===== config.mk =====
export PLATFORM = sky130hd
export DESIGN_NAME = uyvy_border_overlay_unit
export DESIGN_NICKNAME = d
export VERILOG_FILES = /design/src/ubo_pkg.sv /design/src/uyvy_border_overlay_unit.sv /design/src/ubo_color_conv.sv
export SDC_FILE = /design/constraint.sdc
export NUM_CORES = 1
export LEC_CHECK = 0
export ABC_AREA = 1
export ABC_CLOCK_PERIOD_IN_PS = 12000
export BUFFER_PORTS_ARGS = -buffer_cell sky130_fd_sc_hd__buf_2
export CORE_MARGIN = 2
export CORE_UTILIZATION = 56
export CTS_BUF_LIST = sky130_fd_sc_hd__clkbuf_8
export CTS_CLUSTER_DIAMETER = 120
export DETAILED_ROUTE_END_ITERATION = 6
export PLACE_DENSITY = 0.78
export REMOVE_ABC_BUFFERS = 1
export SETUP_SLACK_MARGIN = 0.1
export SLEW_MARGIN = 20
export SYNTH_ARGS = -nofsm -noshare
export SYNTH_HDL_FRONTEND = slang
export SYNTH_SLANG_ARGS = --single-unit

===== constraint.sdc =====
create_clock -name clk -period 12 [get_ports clk]
set_clock_uncertainty 0.1 [all_clocks]
set_input_delay 1.2 -clock clk [delete_from_list [all_inputs] [get_ports clk]]
set_output_delay 1.2 -clock clk [all_outputs]
set_load 0.01 [all_outputs]

===== src/ubo_pkg.sv =====
package ubo_pkg;

  // Largest frame the position counters are sized for.
  localparam int MAX_WIDTH  = 4096;
  localparam int MAX_HEIGHT = 4096;

  // Register and counter widths.
  localparam int DIM_W   = 13;
  localparam int BORDER_W = 12;
  localparam int COLOR_W = 8;
  localparam int COL_W   = 11;
  localparam int ROW_W   = 12;
  localparam int INDEX_W = 3;

  // Configuration register indexes.
  typedef enum logic [INDEX_W-1:0] {
    REG_FRAME_WIDTH  = 3'd0,
    REG_FRAME_HEIGHT = 3'd1,
    REG_BORDER_WIDTH = 3'd2,
    REG_COLOR_RED    = 3'd3,
    REG_COLOR_GREEN  = 3'd4,
    REG_COLOR_BLUE   = 3'd5
  } reg_index_t;

  // Border color in the luma/chroma domain.
  typedef struct packed {
    logic [COLOR_W-1:0] y;
    logic [COLOR_W-1:0] u;
    logic [COLOR_W-1:0] v;
  } ycc_t;

endpackage


===== src/uyvy_border_overlay_unit.sv =====
// A macropixel accepted on the input is registered and presented on the output
// in the cycle after its transaction.
// Throughput: one macropixel per cycle while out_ready is high; the single
// output register is refilled in the same cycle that its transaction completes.
// Reset clears the position counters and the output valid flag and loads the
// registers with 1920 x 1080, border 4, color red.
module uyvy_border_overlay_unit import ubo_pkg::*; (
  input  logic                clk,
  input  logic                rst,

  input  logic                cfg_write,
  input  logic [INDEX_W-1:0]  cfg_index,
  input  logic [DIM_W-1:0]    cfg_data,

  input  logic                in_valid,
  output logic                in_ready,
  input  logic [COLOR_W-1:0]  in_u,
  input  logic [COLOR_W-1:0]  in_y1,
  input  logic [COLOR_W-1:0]  in_v,
  input  logic [COLOR_W-1:0]  in_y2,

  output logic                out_valid,
  input  logic                out_ready,
  output logic [COLOR_W-1:0]  out_u,
  output logic [COLOR_W-1:0]  out_y1,
  output logic [COLOR_W-1:0]  out_v,
  output logic [COLOR_W-1:0]  out_y2,
  output logic                in_border,
  output logic                frame_end
);

  localparam int COLS_W = COL_W + 1;
  localparam int ROWS_W = ROW_W + 1;

  logic [DIM_W-1:0]    frame_width;
  logic [DIM_W-1:0]    frame_height;
  logic [BORDER_W-1:0] border_width;
  logic [COLOR_W-1:0]  color_red;
  logic [COLOR_W-1:0]  color_green;
  logic [COLOR_W-1:0]  color_blue;

  logic [COL_W-1:0]    column_count;
  logic [ROW_W-1:0]    row_count;
  logic [COL_W-1:0]    column_count_next;
  logic [ROW_W-1:0]    row_count_next;

  logic [DIM_W-1:0]    width_lim;
  logic [COLS_W-1:0]   cols;
  logic [ROWS_W-1:0]   rows;
  logic [DIM_W-1:0]    border_rows;
  logic                paint;
  logic                last_col;
  logic                last_row;
  logic                in_fire;
  ycc_t                border_color;

  // Configuration registers.
  always_ff @(posedge clk) begin
    if (rst) begin
      frame_width  <= DIM_W'(1920);
      frame_height <= DIM_W'(1080);
      border_width <= BORDER_W'(4);
      color_red    <= COLOR_W'(255);
      color_green  <= '0;
      color_blue   <= '0;
    end else if (cfg_write) begin
      unique case (cfg_index)
        REG_FRAME_WIDTH:  frame_width  <= cfg_data;
        REG_FRAME_HEIGHT: frame_height <= cfg_data;
        REG_BORDER_WIDTH: border_width <= cfg_data[BORDER_W-1:0];
        REG_COLOR_RED:    color_red    <= cfg_data[COLOR_W-1:0];
        REG_COLOR_GREEN:  color_green  <= cfg_data[COLOR_W-1:0];
        REG_COLOR_BLUE:   color_blue   <= cfg_data[COLOR_W-1:0];
        default: ;
      endcase
    end
  end

  ubo_color_conv u_color_conv (
    .red   (color_red),
    .green (color_green),
    .blue  (color_blue),
    .color (border_color)
  );

  // Frame geometry, limited to the counter range and never empty.
  always_comb begin
    width_lim = (frame_width > DIM_W'(MAX_WIDTH)) ? DIM_W'(MAX_WIDTH) : frame_width;
    cols = COLS_W'(width_lim[DIM_W-1:1]);
    if (cols == '0) begin
      cols = COLS_W'(1);
    end
    rows = (frame_height > DIM_W'(MAX_HEIGHT)) ? ROWS_W'(MAX_HEIGHT)
                                               : ROWS_W'(frame_height);
    if (rows == '0) begin
      rows = ROWS_W'(1);
    end
    border_rows = {border_width, 1'b0};
  end

  // Border band test; the far-edge tests are written as sums to stay unsigned.
  assign paint = (DIM_W'(row_count) < border_rows)
              || ((DIM_W+1)'(row_count) + (DIM_W+1)'(border_rows) >= (DIM_W+1)'(rows))
              || (BORDER_W'(column_count) < border_width)
              || ((BORDER_W+1)'(column_count) + (BORDER_W+1)'(border_width)
                  >= (BORDER_W+1)'(cols));

  assign last_col = (COLS_W'(column_count) + COLS_W'(1)) >= cols;
  assign last_row = (ROWS_W'(row_count) + ROWS_W'(1)) >= rows;

  // Raster position update.
  always_comb begin
    column_count_next = column_count + COL_W'(1);
    row_count_next    = row_count;
    if (last_col) begin
      column_count_next = '0;
      row_count_next    = last_row ? '0 : row_count + ROW_W'(1);
    end
  end

  assign in_ready = !out_valid || out_ready;
  assign in_fire  = in_valid && in_ready;

  always_ff @(posedge clk) begin
    if (rst) begin
      column_count <= '0;
      row_count    <= '0;
    end else if (in_fire) begin
      column_count <= column_count_next;
      row_count    <= row_count_next;
    end
  end

  // Output register: loads on every input transaction.
  always_ff @(posedge clk) begin
    if (rst) begin
      out_valid <= 1'b0;
    end else if (in_fire) begin
      out_valid <= 1'b1;
    end else if (out_ready) begin
      out_valid <= 1'b0;
    end
  end

  always_ff @(posedge clk) begin
    if (in_fire) begin
      out_u     <= paint ? border_color.u : in_u;
      out_y1    <= paint ? border_color.y : in_y1;
      out_v     <= paint ? border_color.v : in_v;
      out_y2    <= paint ? border_color.y : in_y2;
      in_border <= paint;
      frame_end <= last_col && last_row;
    end
  end

  // The frame's last macropixel returns the position to the origin.
  a_frame_wrap: assert property (@(posedge clk) disable iff (rst)
    in_fire && last_col && last_row |=> column_count == '0 && row_count == '0)
    else $error("position did not wrap after the last macropixel");

  // Position only moves on an input transaction.
  a_pos_hold: assert property (@(posedge clk) disable iff (rst)
    !in_fire && !$past(rst) |=> $stable(column_count) && $stable(row_count))
    else $error("position changed without an input transaction");

  // Every input transaction leaves a result waiting.
  a_result_loaded: assert property (@(posedge clk) disable iff (rst)
    in_fire |=> out_valid)
    else $error("input transaction produced no result");

  // A painted result has equal luma in both of its samples.
  a_paint_color: assert property (@(posedge clk) disable iff (rst)
    in_fire && paint |=> out_y1 == out_y2)
    else $error("painted macropixel has unequal luma");

endmodule


===== src/ubo_color_conv.sv =====
module ubo_color_conv import ubo_pkg::*; (
  input  logic [COLOR_W-1:0] red,
  input  logic [COLOR_W-1:0] green,
  input  logic [COLOR_W-1:0] blue,
  output ycc_t               color
);

  localparam int SUM_W = 18;

  // Integer BT.601 coefficients.
  localparam logic signed [SUM_W-1:0] C_YR = 18'sd66;
  localparam logic signed [SUM_W-1:0] C_YG = 18'sd129;
  localparam logic signed [SUM_W-1:0] C_YB = 18'sd25;
  localparam logic signed [SUM_W-1:0] C_UR = -18'sd38;
  localparam logic signed [SUM_W-1:0] C_UG = -18'sd74;
  localparam logic signed [SUM_W-1:0] C_UB = 18'sd112;
  localparam logic signed [SUM_W-1:0] C_VR = 18'sd112;
  localparam logic signed [SUM_W-1:0] C_VG = -18'sd94;
  localparam logic signed [SUM_W-1:0] C_VB = -18'sd18;
  localparam logic signed [SUM_W-1:0] ROUND = 18'sd128;
  localparam logic signed [SUM_W-1:0] Y_OFFSET = 18'sd16;
  localparam logic signed [SUM_W-1:0] C_OFFSET = 18'sd128;

  logic signed [SUM_W-1:0] r_s, g_s, b_s;
  logic signed [SUM_W-1:0] y_sum, u_sum, v_sum;
  logic signed [SUM_W-1:0] y_full, u_full, v_full;

  // Saturate a signed value into one byte.
  function automatic logic [COLOR_W-1:0] clamp_byte(input logic signed [SUM_W-1:0] x);
    logic [COLOR_W-1:0] res;
    if (x < 0) begin
      res = '0;
    end else if (x > 18'sd255) begin
      res = '1;
    end else begin
      res = x[COLOR_W-1:0];
    end
    return res;
  endfunction

  assign r_s = signed'({{(SUM_W-COLOR_W){1'b0}}, red});
  assign g_s = signed'({{(SUM_W-COLOR_W){1'b0}}, green});
  assign b_s = signed'({{(SUM_W-COLOR_W){1'b0}}, blue});

  // Weighted sums with rounding bias; the shift floors toward minus infinity.
  assign y_sum = C_YR * r_s + C_YG * g_s + C_YB * b_s + ROUND;
  assign u_sum = C_UR * r_s + C_UG * g_s + C_UB * b_s + ROUND;
  assign v_sum = C_VR * r_s + C_VG * g_s + C_VB * b_s + ROUND;

  assign y_full = (y_sum >>> 8) + Y_OFFSET;
  assign u_full = (u_sum >>> 8) + C_OFFSET;
  assign v_full = (v_sum >>> 8) + C_OFFSET;

  assign color.y = clamp_byte(y_full);
  assign color.u = clamp_byte(u_full);
  assign color.v = clamp_byte(v_full);

endmodule


==> results of run 1 <==
==> worst min path at each step <==
stage | endpoint | slack, ns | depth (start not counted)
after floorplan | frame_height[10] | 0.35 | 2
after global placement | frame_height[4] | 0.37 | 2
after detailed placement | frame_height[5] | 0.38 | 2
after CTS | frame_height[5] | 0.40 | 2
after global routing | frame_width[10] | 0.43 | 2
final | frame_height[5] | 0.40 | 2
==> power breakdown <==
part	total, mW	internal, mW	switching [mW]
Sequential	0.608	0.582	0.0258
Clock	0.392	0.155	0.237
Combinational	3.17	1.17	2.00
Total	4.17	1.91	2.26
==> logic make-up after synthesis <==
group	synth area share
AO/OA/AOI/OAI	0.1047
XOR/XNOR	0.04941
adder cells (fa/ha/maj)	0.3852
buffers and inverters	0.1005
flip-flops	0.1549
AND/OR/NAND/NOR	0.2053
==> critical path: cells and delay by family (launching register included) <==
family / cells / cell delay (ns)
AO/OA/AOI/OAI: 5 / 0.68
XOR/XNOR: 1 / 0.20
adder cells (fa/ha/maj): 9 / 3.73
buffers and inverters: 8 / 0.58
flip-flops: 1 / 0.65
AND/OR/NAND/NOR: 16 / 1.33
==> routing by layer <==
layer  share of wire  wire [microns]  GRT usage  vias up
met5               0               0          0        -
met4           0.026            1128    0.08000        0
met3           0.057            2507    0.04673       69
met2            0.46           20080     0.4552      387
met1            0.46           20400     0.3720     7158
li1                -               -          -     7787
==> cell usage after synthesis (all sizes together), types with 2 or more instances <==
library cell  count
a211oi            3
a21o             15
a21oi           173
a31oi             9
and2              4
buf               3
clkbuf           24
clkinv            2
dfxtp            86
edfxtp           34
fa              100
ha              385
inv             432
nand2           500
nand3           107
nand3b            8
nand4            39
nor2            148
nor3             21
nor4              7
o211ai            6
o21ai           112
o21bai           13
o31ai             3
or2               3
xnor2            30
xor2             69
==> per-stage QoR <==
stage          instances  worst slack (ns)  power (mW)  hold WS (ns)
6_report            2841             4.482       4.173        0.3964
5_1_grt             2841             3.862       4.743        0.4312
4_1_cts             2841             4.545       4.186        0.3972
3_5_place_dp        2809             4.579       3.771        0.3817
3_3_place_gp        2809             4.724       3.686        0.3686
2_1_floorplan       2316             5.354       3.116        0.3517
==> sequential cells by signal (all words and copies together) (netlist names) <==
register      cells
color_blue        8
in_border         1
out_y1            8
color_red         8
out_u             8
out_v             8
frame_end         1
column_count     11
out_valid         1
color_green       8
row_count        12
frame_height     13
border_width     12
out_y2            8
frame_width      13
==> area by class of cell <==
class	instances	area (sq um)	area share
Multi-Input combinational cell	1762	13180	0.6974
Sequential cell	120	2743	0.1451
Inverter	434	1629	0.08620
Tap cell	402	503.0	0.02661
Timing Repair Buffer	91	462.9	0.02450
Clock buffer	17	234.0	0.01238
Clock inverter	15	147.6	0.007812
==> results_dict.tcl, run 1 <==
set metrics [dict create \
    r2r_slack_ns 4.48 \
    utilization 0.6036 \
    ir_worst_vdd_mv 0.3660 \
    post_cts_buffers 0 \
    slew_violations 0 \
    routed_wl_microns 44120 \
    synth-seq-area-share 0.1549 \
    die_area_sq_um 33050 \
    drt_iter0_drc 979 \
    drt.antenna.violating_nets 0 \
    drive_gt1_frac 0.07585 \
    grt_pass1_vias 14892 \
    yosys-top-cells-area "ha_1, fa_1, nand2_1" \
    syn_area_sq_um 17700 \
    synthCells 2343 \
    hold_viol_final 0 \
    ios 89 \
    clk_pin_slew_worst_paths_ns 0.10 \
    cp_max_fo 8 \
    place_hpwl_microns 36560 \
    ys_seq_elements 120 \
    core_sq_um 31310 \
    root_buffer "clkbuf_8" \
    tns_ns 0 \
    r2r-start "color_green[2]" \
    cpPeakStageDelay_ns 0.65 \
    avgSynthCellArea_sq_um 7.555 \
    min-delay-start "frame_height[5]" \
    fillers 2811 \
    cts_tree "built" \
    cts-hold-fix-buffers 0 \
    ys_types 49 \
    cp.arrival_ns 7.69 \
    grt_pass1_wl_microns 73200 \
    grt_overflow 0 \
    start_util 0.5654 \
    synth_warnings 0 \
    rsz0062_at_grt "no" \
    nNetsFinal 2964 \
    power.density_nw_per_um2 220.8 \
    timing.rr.end "out_u[2]" \
    routed-via-count 15401 \
    dpl_cell_area_sq_um 18520 \
    die_h_microns 181.8 \
    synth_edf_count 34 \
    synth.largest_area_cell "ha_1" \
    max_slew.worst_pin.slew_ns 1.140 \
    crit_type "reg2reg" \
    cp.required_ns 12.17 \
    area.growth.synth_to_final_pct 6.764 \
    routed_via_density 5.421 \
    rows 65 \
    synth.top_cell.area_share 0.2721 \
    maxSlewHeadroom 0.2364 \
    end_kind "flip-flop" \
    max_freq_mhz 133.0 \
    grt_max_degree 57 \
    min_path_type "reg2reg" \
    power_leakage_nw 10.58 \
    startpoint "color_green[2]" \
    antenna_found_initial 0 \
    endpoint "out_u[2]" \
    cts_resized 0 \
    antenna_cells 0 \
    cts_inserted_buffers 17 \
    grtUsageTotal 0.2759 \
    wl_per_cell_microns 15.53 \
    cts.sinks 120 \
    crit_top_cell "nand2_1" \
    cts_max_level 4 \
    slowest_stage "dfxtp_1" \
    gp_congestion 0.9924 \
    synth_flop_cell "dfxtp_1" \
    drt-pass1-iter-count 5 \
    design_area_sq_um 18900 \
    die_w_microns 181.8 \
    io_buffer_count 88 \
    status "finished clean" \
    cts_buffer_depth 2 \
    min_period_over_period 0.6265 \
    drcViolationCount 0 \
    critPathLaunchType "flip-flop" \
    final_common_cell "nand2_1" \
    layout_common_cells "nand2_1, inv_1, ha_1" \
    min_period_ns 7.518 \
    reg2reg_depth 39 \
    setup_viol 0 \
    drv_cap 0 \
    ys_async_sr_fraction 0 \
    clock_latency_ns 0.52 \
]
No activity file was read; power rests on OpenSTA's default activity.
==> run 2, diff against run 1 <==
ABC_CLOCK_PERIOD_IN_PS = 7000   (was 12000)
clock period = 7 ns   (was 12 ns; I/O delays follow)
==> run 2 against run 1 <==
Effect of this change:
- final cell count grew 1.9%
- global-route usage is 0.40 points higher
- sequential cell count unchanged
- routed wire length is 3.9% higher
- register-to-register slack worse by 4.1 ns
- via count increased by 2.6%
- cell area rose by 6.2%
- critical endpoint is now out_u[3]
- largest cell class unchanged
==> results_dict.tcl, run 2 (synthesized netlist as in run 1, its figures left out) <==
set metrics [dict create \
    status "finished clean" \
    grt_overflow 0 \
    ios 89 \
    clk_pin_slew_worst_paths_ns 0.10 \
    min_path_type "in2reg" \
    cp_num_buf_inv 7 \
    dpl_cell_area_sq_um 18840 \
    cts.sinks 120 \
    drcViolationCount 0 \
    layout_common_cells "nand2_1, inv_1, ha_1" \
    core_sq_um 31310 \
    grt_max_degree 57 \
    max_slew.worst_pin.slew_ns 1.078 \
    design_area_sq_um 20070 \
    min_period_over_period 0.9525 \
    cp.required_ns 7.27 \
    drt_iter0_drc 1072 \
    cts_max_level 4 \
    crit_type "reg2reg" \
    cts_tree "built" \
    area.growth.synth_to_final_pct 13.39 \
    drt-pass1-iter-count 5 \
    die_area_sq_um 33050 \
    start_util 0.5654 \
    cp_max_fo 10 \
    root_buffer "clkbuf_8" \
    place_hpwl_microns 36970 \
    clock_latency_ns 0.50 \
    crit_top_cell "nand2_1" \
    setup_viol 0 \
    routed_wl_microns 45820 \
    final_common_cell "nand2_1" \
    critPathLaunchType "flip-flop" \
    rows 65 \
    power_leakage_nw 10.90 \
    die_h_microns 181.8 \
    slew_violations 0 \
    antenna_cells 0 \
    routed_via_density 5.456 \
    max_freq_mhz 150.0 \
    cpLargestDelayFamily "adder cells" \
    min_period_ns 6.667 \
    routed-via-count 15800 \
    end_kind "flip-flop" \
    cts_inserted_buffers 17 \
    slowest_stage "fa_1" \
    grt_pass1_wl_microns 74820 \
    cp.arrival_ns 6.93 \
    maxSlewHeadroom 0.2782 \
    total_power_mw 8.666 \
    grt_pass1_vias 15432 \
    rsz0062_at_grt "yes" \
    antenna_found_initial 0 \
    drive_gt1_frac 0.1435 \
    drt.antenna.violating_nets 0 \
    wl_per_cell_microns 15.82 \
    io_buffer_count 88 \
    drv_cap 0 \
    power.density_nw_per_um2 431.7 \
    grtUsageTotal 0.2799 \
    hold_viol_final 0 \
    nNetsFinal 3019 \
    ir_worst_vdd_mv 0.5080 \
    reg.largest.list "frame_height: 13 flops, frame_width: 13 flops" \
    gp_congestion 0.9676 \
    die_w_microns 181.8 \
    cts_buffer_depth 2 \
    cpPeakStageDelay_ns 0.51 \
]
==> run 2: worst min-delay path, delay by kind of cell <==
kind | cells | cell delay (ns)
simple gates | 2 | 0.09
buf+inv | 1 | 0.08
==> run 2: repair_timing <==
action                                  4_1_cts  5_1_grt
hold buffers                                  0        0
resized for setup                            17      137
endpoints found under the setup margin       16       32
buffers inserted                              1       11
pin swaps                                     4       50
==> run 2: metrics by stage <==
step	TNS, ns	std cells	hold slack [ns]	worst slack [ns]	utilization
floorplan	0	2316	0.3517	0.3544	-
global placement	0	2852	0.3696	0.005693	0.6017
detailed placement	-1.252	2852	0.3783	-0.1553	0.6017
CTS	0	2885	0.3538	0.09937	0.6165
global route	-0.4301	2896	0.3863	-0.06224	0.6411
finish	0	2896	0.3728	0.3326	0.6411
==> run 2: final cells by class <==
type | count | area [sq um]
tap | 402 | 503.0
multi-input combinational | 1762 | 13890
clock buffer | 17 | 234.0
clock inverter | 15 | 156.4
fill | 2640 | 11240
sequential | 120 | 2770
inverter | 434 | 1632
timing repair buffer | 146 | 887.1
==> run 2: metal layers <==
| layer | vias to the layer above | GRT usage | wire length (microns) |
|---|---|---|---|
| met2 | 460 | 0.4806 | 21640 |
| met3 | 79 | 0.03349 | 2639 |
| met5 | - | 0 | 0 |
| li1 | 7884 | - | - |
| met1 | 7377 | 0.3710 | 20410 |
| met4 | 0 | 0.08065 | 1131 |
==> run 2: worst paths after layout <==
check | slack [ns] | cells after the start | end | from
setup / recovery | 0.33 | 37 | out_u[3] | color_red[5]
hold / removal | 0.37 | 3 | out_u[0] | in_u[0]
setup reg to reg | 0.33 | 37 | out_u[3] | color_red[5]
hold reg to reg | 0.40 | 2 | frame_height[5] | frame_height[5]
==> run 2: report_power, final <==
part           total [mW]  switching (mW)  leakage [nW]  internal, mW
clock network       0.664           0.368         0.201         0.296
registers            1.03          0.0339          1.03         0.996
logic                6.97            4.11          9.66          2.86
total                8.67            4.51          10.9          4.16
